### config.mk
export PLATFORM = sky130hd
export DESIGN_NAME = rfcb_dist
export DESIGN_NICKNAME = d
export VERILOG_FILES = /design/src/rtl/core/radial_falloff_cell_blend_macros.svh /design/src/rtl/core/rfcb_pkg.sv /design/src/rtl/core/rfcb_dist.sv
export SDC_FILE = /design/constraint.sdc
export NUM_CORES = 2
export LEC_CHECK = 0
export BUFFER_PORTS_ARGS = -buffer_cell sky130_fd_sc_hd__buf_4
export CORE_MARGIN = 2
export CORE_UTILIZATION = 45
export DETAILED_ROUTE_END_ITERATION = 10
export GPL_ROUTABILITY_DRIVEN = 0
export SLEW_MARGIN = 20
export SYNTH_ARGS = -nofsm -noshare
export SYNTH_HDL_FRONTEND = slang
export SYNTH_SLANG_ARGS = --single-unit
export TNS_END_PERCENT = 1
### constraint.sdc
create_clock -name clk_i -period 6.8 [get_ports clk_i]
set_input_delay 1.36 -clock clk_i [delete_from_list [all_inputs] [get_ports clk_i]]
set_output_delay 1.36 -clock clk_i [all_outputs]
set_load 0.02 [all_outputs]
### src/rtl/core/radial_falloff_cell_blend_macros.svh
// shared assertion macros
`ifndef RADIAL_FALLOFF_CELL_BLEND_MACROS_SVH
`define RADIAL_FALLOFF_CELL_BLEND_MACROS_SVH

// property checked at every clock edge outside reset
`define RFCB_ASSERT(lbl, prop, msg) \
  lbl: assert property (@(posedge clk_i) disable iff (!rst_ni) (prop)) else $error(msg);

// implication checked on the next clock edge
`define RFCB_ASSERT_NEXT(lbl, ante, cons, msg) \
  lbl: assert property (@(posedge clk_i) disable iff (!rst_ni) (ante) |=> (cons)) \
    else $error(msg);

`endif

### src/rtl/core/rfcb_pkg.sv
package rfcb_pkg;

  localparam int unsigned GridWidth  = 1024;
  localparam int unsigned GridHeight = 1024;
  localparam int unsigned GridBits   = 13;
  localparam int unsigned SqBits     = 21;
  localparam int unsigned RootBits   = 19;
  localparam int unsigned QuotBits   = 15;
  localparam int unsigned NumBits    = 25;
  localparam int unsigned AddrBits   = 5;
  localparam logic [15:0] ProbOne    = 16'd32768;

  typedef enum logic [2:0] {
    RegCenterCol = 3'd0,
    RegCenterRow = 3'd1,
    RegRadius    = 3'd2,
    RegToward    = 3'd3,
    RegAway      = 3'd4,
    RegBlend     = 3'd5
  } reg_idx_e;

  typedef struct packed {
    logic [9:0]  cell_col;
    logic [9:0]  cell_row;
    logic [15:0] prev_toward;
    logic [15:0] prev_away;
  } cell_in_t;

  typedef struct packed {
    logic        inside_res;
    logic [15:0] new_toward;
    logic [15:0] new_away;
  } cell_out_t;

  typedef struct packed {
    logic [9:0]  center_col;
    logic [9:0]  center_row;
    logic [9:0]  brush_radius;
    logic [15:0] toward_level;
    logic [15:0] away_level;
    logic [15:0] blend_factor;
  } cfg_t;

  typedef struct packed {
    logic        in_brush;
    logic [15:0] pt;
    logic [15:0] pa;
  } side_t;

endpackage

### src/rtl/core/rfcb_dist.sv
module rfcb_dist import rfcb_pkg::*; (
  input  logic                clk_i,
  input  logic                rst_ni,
  input  logic                en_i,
  input  logic                in_valid_i,
  input  cell_in_t            in_i,
  input  cfg_t                cfg_i,
  output logic                valid_o,
  output logic [RootBits-1:0] dist_o,
  output side_t               side_o
);

  logic [9:0]        dx_q, dy_q;
  side_t             side0_q, side1_q;
  logic              vld0_q, vld1_q;
  logic [SqBits-1:0] s1_q;
  logic [19:0]       rsq_q;

  logic [RootBits:0]   vld_q;
  logic [SqBits-1:0]   s_q    [RootBits+1];
  logic [SqBits-1:0]   rem_q  [RootBits+1];
  logic [RootBits-1:0] root_q [RootBits+1];
  side_t               sd_q   [RootBits+1];

  logic on_grid;
  logic [SqBits-1:0] s_sum;

  assign on_grid = ({3'b0, in_i.cell_col} < GridBits'(GridWidth)) &&
                   ({3'b0, in_i.cell_row} < GridBits'(GridHeight));
  assign s_sum = SqBits'(dx_q * dx_q) + SqBits'(dy_q * dy_q);

  always_ff @(posedge clk_i or negedge rst_ni) begin
    if (!rst_ni) begin
      vld0_q <= 1'b0;
      vld1_q <= 1'b0;
    end else if (en_i) begin
      vld0_q <= in_valid_i;
      vld1_q <= vld0_q;
    end
  end

  always_ff @(posedge clk_i) begin
    rsq_q <= 20'(cfg_i.brush_radius * cfg_i.brush_radius);
    if (en_i) begin
      dx_q <= (in_i.cell_col >= cfg_i.center_col) ? in_i.cell_col - cfg_i.center_col
                                                  : cfg_i.center_col - in_i.cell_col;
      dy_q <= (in_i.cell_row >= cfg_i.center_row) ? in_i.cell_row - cfg_i.center_row
                                                  : cfg_i.center_row - in_i.cell_row;
      side0_q <= '{in_brush: on_grid, pt: in_i.prev_toward, pa: in_i.prev_away};
      s1_q    <= s_sum;
      side1_q <= '{in_brush: side0_q.in_brush && (cfg_i.brush_radius != '0) &&
                             (s_sum < {1'b0, rsq_q}),
                   pt: side0_q.pt, pa: side0_q.pa};
    end
  end

  assign vld_q[0]  = vld1_q;
  assign s_q[0]    = s1_q;
  assign rem_q[0]  = '0;
  assign root_q[0] = '0;
  assign sd_q[0]   = side1_q;

  // one root bit per stage, MSB first
  for (genvar k = 0; k < RootBits; k++) begin : g_root
    localparam int unsigned B = RootBits - 1 - k;
    logic [37:0]           vf;
    logic [SqBits+1:0]     rem2, trial;
    logic                  ge;
    assign vf    = {1'b0, s_q[k], 16'b0};
    assign rem2  = {rem_q[k], vf[2*B+1 -: 2]};
    assign trial = {2'b0, root_q[k], 2'b01};
    assign ge    = rem2 >= trial;

    always_ff @(posedge clk_i or negedge rst_ni) begin
      if (!rst_ni) begin
        vld_q[k+1] <= 1'b0;
      end else if (en_i) begin
        vld_q[k+1] <= vld_q[k];
      end
    end

    always_ff @(posedge clk_i) begin
      if (en_i) begin
        s_q[k+1]    <= s_q[k];
        rem_q[k+1]  <= ge ? SqBits'(rem2 - trial) : rem2[SqBits-1:0];
        root_q[k+1] <= {root_q[k][RootBits-2:0], ge};
        sd_q[k+1]   <= sd_q[k];
      end
    end
  end

  assign valid_o = vld_q[RootBits];
  assign dist_o  = root_q[RootBits];
  assign side_o  = sd_q[RootBits];

endmodule

==> run summary <==
period utilisation layout: 103%
reg2reg start: dx_q[6]
met1 Resource Use GR: 18.3%
violations in the final reports: negative setup slack
Seq/Total Area, Yosys: 64.4%
Worst Skew: 0.0382 ns
initial drt markers: 1865
first-pass GRT wire length: 174000 um
hold-fix buffers at CTS: 0
number of global-route vias before repair: 34200
largest area contributor in the netlist: edfxtp_1
Post-Syn Area: 65400 sq um
pin count of the biggest net entering global routing: 175
I/O Buffers: 138
Hold Slack: 0.398 ns
post-synthesis cell type count: 81
Mapped Nets: 5324
GRT Total Usage: 14.6%
met2 Usage GRT: 25.5%
Die Y: 385 um
Setup Total Neg Slack: -0.185 ns
Worst-Skew Late Latency: 0.76 ns
proportion of layout cells with a drive suffix above 1: 11.9%
GRT overflow: 0
Root Driver: clkbuf_16
row cnt: 139
initial antenna violation count: 1
final hold vios: 0
syn_area_per_cell: 14.2 sq um
H-tree depth: 4
RR Endpoint: sd_q[659]
Horiz. Die Dim: 385 um
worst-case reg-to-reg path depth: 25
CTS tree: yes
DP Cell Count: 6659
Setup WS post-layout: -0.185 ns
cts bufs inserted: 150
die area: 148000 sq um
Fmax: 0.143 GHz
io pins: 187
RSZ-0062 raised after global routing: yes
Core Box Area: 144000 sq um
GRT busiest layer: met2
flop2flop setup slack: -0.18 ns
routed len/inst: 15.4 um
Critical Path Sink: sd_q[659]
leading post-synthesis cells by cell area: edfxtp_1 63%, ha_1 7.3%, fa_1 5.7%, inv_1 3.2%, xnor2_1 2.1%
drt pass-1 iters: 5
Clock Path Buffers: 3
max cap viols: 0
Worst Hold Class: reg2reg
routed via count: 34200
CP Data Required Time: 7.29 ns
Setup crit end kind: register
crit path from: dx_q[6]
Synth Register Bits: 1412
non-filler cells, final: 6939
crit path max fanout: 4
relative slew slack: 30.4%
outcome: complete, but fails checks
DRC: 0
Initial Util: 45.4%
max-slew violation count: 0
final number of setup-violating endpoints: 1
CTS Sinks: 1412
Detailed Place HPWL: 75800 um
measured slew at the worst slew-check pin: 1.04 ns
top cell type's share of synthesized area: 63.0%
crit start category: register
DP Area: 69300 sq um
Mapped Cells: 4623
top_reg_cell synth: edfxtp_1
P&R area growth vs syn: 13.6%
Worst Path Arrival: 7.47 ns
Reg clk slew, reported paths: 0.06 ns
fin nets: 5618
Final Critical Period: 6.98 ns
drt via density: 4.93
Post-synth EDFFs: 1372
Setup CP Type: reg2reg
met3 usage: 2.48%
DRT antenna net count: 0
async set-reset flop share out of synthesis: 1.49%
drt total wl: 107000 um
post-route cell area: 74300 sq um
Yosys warnings: 0
## cell usage after synthesis, drive strengths merged (50+ instances only)
cell    instances
edfxtp       1372
xor2          146
ha            381
mux2           71
xnor2         155
a21oi         186
o21ai         172
nand2b         50
nand2         291
clkbuf         68
a21o           69
nor3           92
and2           78
nor2          206
inv           568
fa            186
## registers in the layout (all words and copies together) (netlist names), 18 cells and up
register / flops
rsq_q: 19
g_root.rem2: 359
sd_q: 627
g_root.trial: 171
s1_q: 21
side_o: 33
vld_q: 18
g_root.vf: 90
side0_q: 32
dist_o: 19
## kinds of logic (layout without fill, tap and decap cells)
group           count (synthesis)  in the layout  synth area share (%)
mux                            88             88                  1.48
flops                        1412           1412                  64.4
fa+ha+maj                     567            567                  13.0
buf+inv                       680           1092                  4.11
simple gates                  956            956                  7.18
other cells                     1              2               0.00573
xor+xnor                      301            301                  4.03
compound gates                618            618                  5.86
## routing by layer
layer  up-vias  part of all wire (%)
li1      17000                     -
met1     16600                    43
met4         0                   2.7
met2       471                    51
met5         -                     0
met3       193                   3.3
## how the worst min path moves through the flow
stage,start,end,slack [ns],depth (start not counted)
final,s1_q[16],g_root[1].vf[32],0.40,0
after global routing,sd_q[611],sd_q[578],0.41,0
after CTS,s1_q[16],g_root[1].vf[32],0.39,0
after detailed placement,g_root[9].vf[17],g_root[10].rem2[1],0.40,0
after global placement,sd_q[132],sd_q[99],0.40,0
after floorplan,g_root[9].vf[16],g_root[10].rem2[0],0.40,0
## worst max-delay path, stage by stage (launching register included)
cell and delay (ns):
edfxtp_1 0.45, and2_4 0.20, fa_2 0.60, inv_2 0.05, fa_1 0.47, inv_1 0.05, fa_1 0.46, fa_1 0.53
fa_1 0.42, fa_1 0.49, inv_1 0.05, fa_1 0.51, inv_2 0.04, ha_4 0.20, and3_4 0.17, and3_4 0.17
a21o_1 0.18, o21ai_2 0.20, nor3_2 0.07, or3_1 0.36, a21oi_2 0.18, xnor2_2 0.09, ha_1 0.31, nand4_1 0.12
a311oi_2 0.26, nor3_1 0.07
## layout make-up
type	instances	area, sq um
clock buffers	182	3890
fillers	12100	69700
diodes	1	2.50
repair buffers	254	2030
multi-input cells	2531	20800
well taps	1903	2380
flip-flops and latches	1412	42100
clock inverters	88	976
inverters	568	2130
## what timing repair did
item	in CTS	in global routing
endpoints found under the hold margin	0	0
endpoints found under the setup margin	1	1
resized for setup	14	23
pin swaps	14	27
buffers inserted	5	3
## cells in the final DEF (no fill, tap or decap), drive strengths merged, types with 39 or more instances in the layout
cell / netlist / final
clkbuf: 68 / 182
nand2b: 50 / 50
nor2b: 44 / 44
o21ai: 172 / 172
nor3: 92 / 92
xor2: 146 / 146
inv: 568 / 575
edfxtp: 1372 / 1372
mux2: 71 / 71
nor4: 39 / 39
xnor2: 155 / 155
ha: 381 / 381
nor2: 206 / 206
fa: 186 / 186
nand2: 291 / 291
buf: 44 / 254
a21oi: 186 / 186
o21a: 40 / 40
and2: 78 / 78
clkinv: 0 / 59
a21o: 69 / 69
## metrics by stage
step / setup WS, ns / util (%)
floorplan: 0.0392 / -
global route: -0.441 / 51.6
detailed placement: -0.282 / 48.1
global placement: -0.234 / 48.1
CTS: -0.195 / 51.5
finish: -0.185 / 51.6
Power is not shown: default switching activity piles up to over one toggle a cycle in this logic, so the estimate is an artifact.
