==> src/rtl/core/radial_falloff_cell_blend_macros.svh <==
// shared assertion macros
`ifndef RADIAL_FALLOFF_CELL_BLEND_MACROS_SVH
`define RADIAL_FALLOFF_CELL_BLEND_MACROS_SVH

// property checked at every clock edge outside reset
`define RFCB_ASSERT(lbl, prop, msg) \
  lbl: assert property (@(posedge clk_i) disable iff (!rst_ni) (prop)) else $error(msg);

// implication checked on the next clock edge
`define RFCB_ASSERT_NEXT(lbl, ante, cons, msg) \
  lbl: assert property (@(posedge clk_i) disable iff (!rst_ni) (ante) |=> (cons)) \
    else $error(msg);

`endif

==> src/rtl/core/rfcb_pkg.sv <==
package rfcb_pkg;

  localparam int unsigned GridWidth  = 1024;
  localparam int unsigned GridHeight = 1024;
  localparam int unsigned GridBits   = 13;
  localparam int unsigned SqBits     = 21;
  localparam int unsigned RootBits   = 19;
  localparam int unsigned QuotBits   = 15;
  localparam int unsigned NumBits    = 25;
  localparam int unsigned AddrBits   = 5;
  localparam logic [15:0] ProbOne    = 16'd32768;

  typedef enum logic [2:0] {
    RegCenterCol = 3'd0,
    RegCenterRow = 3'd1,
    RegRadius    = 3'd2,
    RegToward    = 3'd3,
    RegAway      = 3'd4,
    RegBlend     = 3'd5
  } reg_idx_e;

  typedef struct packed {
    logic [9:0]  cell_col;
    logic [9:0]  cell_row;
    logic [15:0] prev_toward;
    logic [15:0] prev_away;
  } cell_in_t;

  typedef struct packed {
    logic        inside_res;
    logic [15:0] new_toward;
    logic [15:0] new_away;
  } cell_out_t;

  typedef struct packed {
    logic [9:0]  center_col;
    logic [9:0]  center_row;
    logic [9:0]  brush_radius;
    logic [15:0] toward_level;
    logic [15:0] away_level;
    logic [15:0] blend_factor;
  } cfg_t;

  typedef struct packed {
    logic        in_brush;
    logic [15:0] pt;
    logic [15:0] pa;
  } side_t;

endpackage

==> src/rtl/core/rfcb_div.sv <==
module rfcb_div import rfcb_pkg::*; (
  input  logic                clk_i,
  input  logic                rst_ni,
  input  logic                en_i,
  input  logic                valid_i,
  input  logic [RootBits-1:0] dist_i,
  input  side_t               side_i,
  input  logic [9:0]          radius_i,
  output logic                valid_o,
  output logic [QuotBits-1:0] ratio_o,
  output side_t               side_o
);

  logic [QuotBits:0]    vld_q;
  logic [NumBits-1:0]   num_q [QuotBits+1];
  logic [9:0]           rem_q [QuotBits+1];
  logic [QuotBits-1:0]  quo_q [QuotBits+1];
  side_t                sd_q  [QuotBits+1];

  // inside cells have dist below 2^18 and a quotient below 2^15
  assign vld_q[0] = valid_i;
  assign num_q[0] = {dist_i[RootBits-2:0], 7'b0};
  assign rem_q[0] = num_q[0][NumBits-1 -: 10];
  assign quo_q[0] = '0;
  assign sd_q[0]  = side_i;

  for (genvar k = 0; k < QuotBits; k++) begin : g_quo
    localparam int unsigned B = QuotBits - 1 - k;
    logic [10:0] t;
    logic        ge;
    assign t  = {rem_q[k], num_q[k][B]};
    assign ge = t >= {1'b0, radius_i};

    always_ff @(posedge clk_i or negedge rst_ni) begin
      if (!rst_ni) begin
        vld_q[k+1] <= 1'b0;
      end else if (en_i) begin
        vld_q[k+1] <= vld_q[k];
      end
    end

    always_ff @(posedge clk_i) begin
      if (en_i) begin
        num_q[k+1] <= num_q[k];
        rem_q[k+1] <= ge ? 10'(t - {1'b0, radius_i}) : t[9:0];
        quo_q[k+1] <= {quo_q[k][QuotBits-2:0], ge};
        sd_q[k+1]  <= sd_q[k];
      end
    end
  end

  assign valid_o = vld_q[QuotBits];
  assign ratio_o = quo_q[QuotBits];
  assign side_o  = sd_q[QuotBits];

endmodule

==> config.mk <==
export PLATFORM = sky130hd
export DESIGN_NAME = rfcb_div
export DESIGN_NICKNAME = d
export VERILOG_FILES = /design/src/rtl/core/radial_falloff_cell_blend_macros.svh /design/src/rtl/core/rfcb_pkg.sv /design/src/rtl/core/rfcb_div.sv
export SDC_FILE = /design/constraint.sdc
export NUM_CORES = 1
export LEC_CHECK = 0
export ABC_AREA = 0
export BUFFER_PORTS_ARGS = -buffer_cell sky130_fd_sc_hd__buf_2
export CORE_UTILIZATION = 40
export CTS_BUF_LIST = sky130_fd_sc_hd__clkbuf_4 sky130_fd_sc_hd__clkbuf_8
export DETAILED_ROUTE_END_ITERATION = 12
export PLACE_DENSITY_LB_ADDON = 0.15
export SLEW_MARGIN = 20
export SYNTH_ARGS = -nofsm -noshare
export SYNTH_HDL_FRONTEND = slang
export SYNTH_SLANG_ARGS = --single-unit
==> constraint.sdc <==
create_clock -name clk_i -period 3.7 [get_ports clk_i]
set_clock_uncertainty 0.15 [all_clocks]
set_input_delay 1.11 -clock clk_i [delete_from_list [all_inputs] [get_ports clk_i]]
set_output_delay 1.11 -clock clk_i [all_outputs]
set_load 0.005 [all_outputs]
==> key figures, run 1 <==
Route
  • Routed Antenna Nets: 0
  • DRT Wirelength: 51.9 mm
  • Iter 0 DRT Violations: 912
  • Vias post-DR: 15800
  • Drt first pass iters: 5
  • Wire length per cell: 15.5 um
  • Vias/cell: 4.72
  • DRC: 0

Floorplanning
  • Die height: 284 um
  • # rows: 103
  • Die Wd: 284 um
  • Die area: 80900 um2
  • Core area: 79000 um2
  • IO Pins: 115
  • Initial Util: 40.4%

Clock network
  • Count of hold-fix buffers inserted at cts: 0
  • CTS buffer count: 140
  • CTS tree: built
  • Worst-Skew Late Latency: 0.75 ns
  • H-tree levels: 4
  • Clock root buffer master: clkbuf_8
  • # resized after CTS: 0
  • Setup bufs post-CTS: 0
  • Clock Tree Buf Depth: 3
  • CTS clk-pin slew, worst paths: 0.06 ns
  • CTS sink count: 798

Pwr
  • P_sw: 0.00731 W
  • Leakage power: 14.3 nW
  • Clock Power Share: 28.5%
  • VDD IR max: 314 uV
  • Int Pwr: 0.0199 W
  • PD cells: 715 nW/um2
  • Power, Total: 0.0272 W
  • Sw Ratio: 26.9%
  • Comb power frac: 26.6%
  • Flop pwr share: 44.9%

Worst setup path
  • CP Cell Sequence: buf_2 > clkinvlp_4 > buf_12 > buf_4 > ha_1 > a21oi_1 > nand2_1 > a21oi_1 > a21oi_1 > or4_4 > mux2_2
  • Slowest CP cell: or4_4
  • WP data arrival: 3.43 ns
  • Most used cell, CP: a21oi_1
  • Startpoint type of the worst setup path: primary input
  • Req. time, crit path: 4.02 ns
  • Crit path kind: primary input to register
  • Worst-path fanout max: 13
  • CP endpoint kind: register
  • CP max stage delay: 0.53 ns

Placed design
  • Hpwl dp: 32.3 mm
  • Routability cong.: 0.818
  • PortBufs: 113
  • Placed Area: 35300 um2
  • Pre-CTS WS: -0.125 ns

Cells and area
  • Commonest non-fill, non-tap cell in the layout: edfxtp_1
  • # nets final: 2409
  • Fin util: 48.2%
  • Post-route cell area: 38100 um2
  • Layout cell share with drive strength beyond 1: 30.3%
  • Fillers: 6644
  • Register area: 23900 um2
  • Multi-input logic area: 7360 um2
  • Most frequent cells in the layout: edfxtp_1, buf_4, ha_1, clkbuf_8, mux2_2
  • Layout area overhead: 19.2%

Global route
  • Pin count of the biggest net entering global routing: 91
  • Initial antenna violation count: 1
  • First-pass GRT wire length: 84.6 mm
  • Remaining global-route overflow: 0
  • Vias in the first global route: 16600
  • Gr usage total: 13.1%

Synth
  • Gate Count Post-Synth: 1775
  • Avg Inst Size Synth: 18.0 um2
  • Ys Warns: 0
  • Synth async-reset ratio: 1.88%
  • EDFF count, synth: 783
  • Top-area cell type share of the netlist area: 73.7%
  • Primary FF master, synth: edfxtp_1
  • Flops & latches, synth: 798
  • Sequential area share after synthesis: 74.8%
  • Post-synth top area cell: edfxtp_1
  • Area contributors post-synth: edfxtp_1, ha_1, mux2_2
  • Yosys cell types: 41
  • Mapped Area: 31900 um2
  • Syn nets: 2004

STA
  • Worst slew pin tran: 0.553 ns
  • Final period utilization: 83.9%
  • Final Hold Vio Count: 0
  • RSZ-0062 raised after global routing: no
  • FMAX: 322 MHz
  • Hold_ws: 0.117 ns
  • Worst relative slew slack: 63.2%
  • Final min period: 3.11 ns
  • Finish-stage setup viols: 0
  • Final Slew Violations: 0
  • Final setup margin: 0.594 ns

Run status
  • Status: completed

Min path
  • HP Class: primary input to asynchronous set/reset pin

Flow run
  • Number of max-cap violations: 0
==> metrics by stage <==
step | setup TNS (ns) | cells
floorplan | -15.50 | 1775
global placement | -2.88 | 3088
detailed placement | -4.91 | 3088
CTS | 0 | 3337
global route | 0 | 3341
finish | 0 | 3341
==> cell usage after synthesis, types with 9 or more instances <==
cell type	count
a211o_1	12
a211oi_1	22
a21o_1	20
a21oi_1	84
buf_4	50
dfrtp_1	15
edfxtp_1	783
fa_1	14
ha_1	149
inv_1	48
mux2_2	123
mux2_4	16
nand2_1	51
nand3_1	9
nand4_1	22
nor2_1	65
nor2b_1	31
o21a_1	28
o21ai_0	35
o21bai_1	12
xnor2_1	50
xor2_1	42
==> routing by layer <==
layer	vias to the layer above	routed length [um]	GRT usage, %
met1	7637	24100	17.0
met5	-	0	0
met2	288	24200	20.7
met4	0	1470	6.08
met3	115	2080	3.34
li1	7721	-	-
==> area by class of cell <==
type	count	area share, %
tap	1050	3.45
sequential	798	62.8
clock buffer	185	6.02
multi-input combinational	864	19.3
inverter	48	0.483
clock inverter	64	1.09
antenna	4	0.0263
timing repair buffer	328	6.84
==> kinds of logic (layout without fill, tap and decap cells) <==
family | after synthesis | after routing | share of synthesized area, %
muxes | 149 | 149 | 5.41
DFF | 798 | 798 | 74.8
adders and majority gates | 163 | 163 | 6.72
buffers and inverters | 113 | 625 | 2.10
xor gates and xnor gates | 92 | 92 | 2.52
AOI/OAI and AO/OA | 260 | 260 | 5.33
and+or+nand+nor | 200 | 200 | 3.07
other | 0 | 4 | 0
==> power groups by stage <==
stage	registers, W	logic [W]	clock network (W)
final	0.0122	0.00723	0.00775
after global routing	0.0124	0.00804	0.00852
after CTS	0.0122	0.00728	0.00813
after detailed placement	0.0124	0.00721	0
after global placement	0.0124	0.00706	0
after floorplan	0.0122	0.00508	0
==> registers in the layout (all words and copies together), names as in the netlist <==
name     flops
g_quo.t    147
num_q       21
quo_q      105
ratio_o     15
sd_q       462
side_o      33
valid_o      1
vld_q       14
==> final timing paths <==
path | cells past startpoint | start | slack, ns | to
min in group clk_i | 0 | sd_q[239]$_DFFE_PP_ | 0.25 | sd_q[206]$_DFFE_PP_
max in group asynchronous | 1 | rst_ni | 3.03 | vld_q[11]$_DFFE_PN0P_
setup / recovery | 11 | radius_i[1] | 0.59 | g_quo[7].t[5]$_DFFE_PP_
hold reg to reg | 0 | sd_q[239]$_DFFE_PP_ | 0.25 | sd_q[206]$_DFFE_PP_
hold / removal | 1 | rst_ni | 0.12 | vld_q[3]$_DFFE_PN0P_
setup reg to reg | 8 | g_quo[3].t[2]$_DFFE_PP_ | 0.97 | g_quo[4].t[9]$_DFFE_PP_
==> critical path: cells and delay by family <==
kind | cells | cell delay, ns
and+or+nand+nor | 2 | 0.68
AOI/OAI and AO/OA | 3 | 0.57
buffers and inverters | 4 | 0.54
muxes | 1 | 0.31
adders and majority gates | 1 | 0.21
Power figures use the tool's default switching activity.
==> run 2, diff against run 1 <==
==> constraint.sdc (replaced) <==
create_clock -name clk_i -period 2.7 [get_ports clk_i]
set_clock_uncertainty 0.15 [all_clocks]
set_input_delay 0.81 -clock clk_i [delete_from_list [all_inputs] [get_ports clk_i]]
set_output_delay 0.81 -clock clk_i [all_outputs]
set_load 0.005 [all_outputs]
==> run 2 against run 1 <==
  * Total power up 41%
  * Routed wire length up 4.1%
  * First-iteration DRC count down 7.7%
  * Sequential share of layout area down 2.4 points
  * Flip-flop and latch count unchanged
  * Non-clock buffer count up 173
  * Highest routed layer unchanged
  * Via count up 4.2%
  * Clock power up 37%
  * Critical path type unchanged
  * Clock-buffer cell count up 5
==> key figures, run 2 (same netlist as run 1, synthesis figures left out) <==
Run status
  • Status: completed (unchanged)

Route
  • DRC: 0 (unchanged)
  • Iter 0 DRT Violations: 842 (was 912)
  • Drt first pass iters: 4 (was 5)
  • Routed Antenna Nets: 0 (unchanged)
  • Vias/cell: 4.68 (was 4.72)
  • DRT Wirelength: 54.0 mm (was 51.9 mm)
  • Vias post-DR: 16400 (was 15800)
  • Wire length per cell: 15.4 um (was 15.5 um)

Clock network
  • Worst-Skew Late Latency: 0.77 ns (was 0.75 ns)
  • Clock Tree Buf Depth: 3 (unchanged)
  • H-tree levels: 4 (unchanged)
  • CTS tree: built (unchanged)
  • CTS sink count: 798 (unchanged)
  • Clock root buffer master: clkbuf_8 (unchanged)
  • CTS clk-pin slew, worst paths: 0.05 ns (was 0.06 ns)
  • CTS buffer count: 139 (was 140)

Flow run
  • Number of max-cap violations: 0 (unchanged)

Worst setup path
  • Crit-path leading delay family: compound AO/OA/AOI/OAI gates (was simple AND/OR/NAND/NOR gates)
  • Slowest CP cell: fa_1 (was or4_4)
  • CP Buf/Inv Count: 4 (unchanged)
  • WP data arrival: 3.02 ns (was 3.43 ns)
  • CP Cell Sequence: buf_2 > clkinvlp_4 > buf_12 > buf_4 > fa_1 > a211o_1 > a21oi_1 > o21ai_0 > a21oi_1 > xnor2_1 > mux2_4 (was buf_2 > clkinvlp_4 > buf_12 > buf_4 > ha_1 > a21oi_1 > nand2_1 > a21oi_1 > a21oi_1 > or4_4 > mux2_2)
  • Worst-path fanout max: 15 (was 13)
  • Crit path kind: primary input to register (unchanged)
  • CP max stage delay: 0.44 ns (was 0.53 ns)
  • Startpoint type of the worst setup path: primary input (unchanged)
  • Most used cell, CP: a21oi_1 (unchanged)
  • Req. time, crit path: 3.06 ns (was 4.02 ns)
  • CP endpoint kind: register (unchanged)

Global route
  • Remaining global-route overflow: 0 (unchanged)
  • Initial antenna violation count: 1 (unchanged)
  • Gr usage total: 13.5% (was 13.1%)
  • Pin count of the biggest net entering global routing: 48 (was 91)
  • Vias in the first global route: 17400 (was 16600)
  • First-pass GRT wire length: 87.2 mm (was 84.6 mm)

STA
  • Final Slew Violations: 0 (unchanged)
  • Worst slew pin tran: 0.375 ns (was 0.553 ns)
  • Final min period: 2.66 ns
  • Final setup margin: 0.0361 ns (was 0.594 ns)
  • RSZ-0062 raised after global routing: yes (was no)
  • Finish-stage setup viols: 0 (unchanged)
  • Worst relative slew slack: 75.0% (was 63.2%)
  • Final period utilization: 98.7%
  • Hold_ws: 0.102 ns (was 0.117 ns)
  • FMAX: 375 MHz
  • Final Hold Vio Count: 0 (unchanged)
  • Fin Setup TNS: 0 ns (unchanged)

Floorplanning
  • IO Pins: 115 (unchanged)
  • Die height: 284 um (unchanged)
  • # rows: 103 (unchanged)
  • Die area: 80900 um2 (unchanged)
  • Core area: 79000 um2 (unchanged)
  • Initial Util: 40.4% (unchanged)
  • Die Wd: 284 um (unchanged)

Placed design
  • Pre-CTS WS: -0.804 ns (was -0.125 ns)
  • Placed Area: 36300 um2 (was 35300 um2)
  • Routability cong.: 0.819 (was 0.818)
  • Hpwl dp: 35.1 mm (was 32.3 mm)
  • PortBufs: 113 (unchanged)

Cells and area
  • Commonest non-fill, non-tap cell in the layout: edfxtp_1 (unchanged)
  • Fillers: 6651 (was 6644)
  • Layout area overhead: 24.0% (was 19.2%)
  • Max reg flops: 462 (unchanged)
  • Post-route cell area: 39600 um2 (was 38100 um2)
  • # nets final: 2582 (was 2409)
  • Most frequent cells in the layout: edfxtp_1, buf_4, ha_1, clkbuf_8, mux2_2 (unchanged)
  • Biggest register: sd_q (unchanged)
  • Layout cell share with drive strength beyond 1: 35.4% (was 30.3%)

Pwr
  • Sw Ratio: 26.8% (was 26.9%)
  • Leakage power: 15.1 nW (was 14.3 nW)
  • P_sw: 0.0103 W (was 0.00731 W)
  • Comb power frac: 28.6% (was 26.6%)
  • Int Pwr: 0.0281 W (was 0.0199 W)
  • Flop pwr share: 43.9% (was 44.9%)
  • PD cells: 968 nW/um2 (was 715 nW/um2)
  • Clock Power Share: 27.6% (was 28.5%)
  • VDD IR max: 501 uV (was 314 uV)

Min path
  • HP Class: primary input to register (was primary input to asynchronous set/reset pin)
-- run 2: changes by cell type in the layout (fill, tap and decap cells not counted), moves of 7 or more --
cell           previous run  this run
buf_4                   182       324
dlygate4sd3_1             0        35
a21oi_1                  84        64
a21oi_2                   3        23
clkinv_2                 15         5
clkbuf_4                 41        49
ha_1                    149       141
ha_4                      0         8
buf_12                   33        26
-- run 2: power by group through the flow --
stage	clock [W]	sequential, W	combinational, W
floorplan	0	0.0167	0.00697
global placement	0	0.0171	0.0104
detailed placement	0	0.0171	0.0107
CTS	0.0111	0.0168	0.0108
global route	0.0116	0.0170	0.0121
finish	0.0106	0.0168	0.0109
-- run 2: per-stage QoR --
step           total power, W  util [%]  std cells
2_1_floorplan          0.0237         -       1775
3_3_place_gp           0.0275      45.9       3221
3_5_place_dp           0.0277      45.9       3221
4_1_cts                0.0388      49.8       3502
5_1_grt                0.0407      50.1       3513
6_report               0.0383      50.1       3513
-- run 2: area by class of cell --
cell class              count  area (um2)  share of cell area (%)
diodes                      5        12.5                  0.0316
clock buffers             190        2310                    5.83
clock inverters            56         379                   0.958
inverters                  48         184                   0.465
multi-input cells         865        7590                    19.2
flip-flops and latches    798       23900                    60.3
well taps                1050        1310                    3.32
repair buffers            501        3910                    9.88
-- run 2: routing by layer --
metal | track usage, % | vias up | routed length [um]
met4 | 6.64 | 0 | 1660
met1 | 17.6 | 7912 | 24900
li1 | - | 8091 | -
met2 | 21.3 | 292 | 25200
met5 | 0 | - | 0
met3 | 3.31 | 133 | 2220
-- run 2: final timing paths --
path	from	to	slack, ns	depth (start not counted)
setup / recovery	radius_i[1]	g_quo[13].t[9]$_DFFE_PP_	0.04	11
hold / removal	side_i[16]	sd_q[478]$_DFFE_PP_	0.10	1
setup reg to reg	g_quo[7].t[0]$_DFFE_PP_	g_quo[8].t[9]$_DFFE_PP_	0.09	10
hold reg to reg	sd_q[266]$_DFFE_PP_	sd_q[233]$_DFFE_PP_	0.24	0
max in group asynchronous	rst_ni	vld_q[3]$_DFFE_PN0P_	1.83	2
min in group asynchronous	rst_ni	vld_q[13]$_DFFE_PN0P_	0.33	2
-- run 2: what timing repair did --
| item | CTS | global route |
|---|---|---|
| gates cloned | 0 | 1 |
| endpoints found under the setup margin | 24 | 106 |
| hold endpoints to repair | 49 | 0 |
| hold buffers | 35 | 0 |
| pin swaps | 0 | 1 |
| resized for setup | 5 | 39 |
| buffers inserted | 0 | 5 |
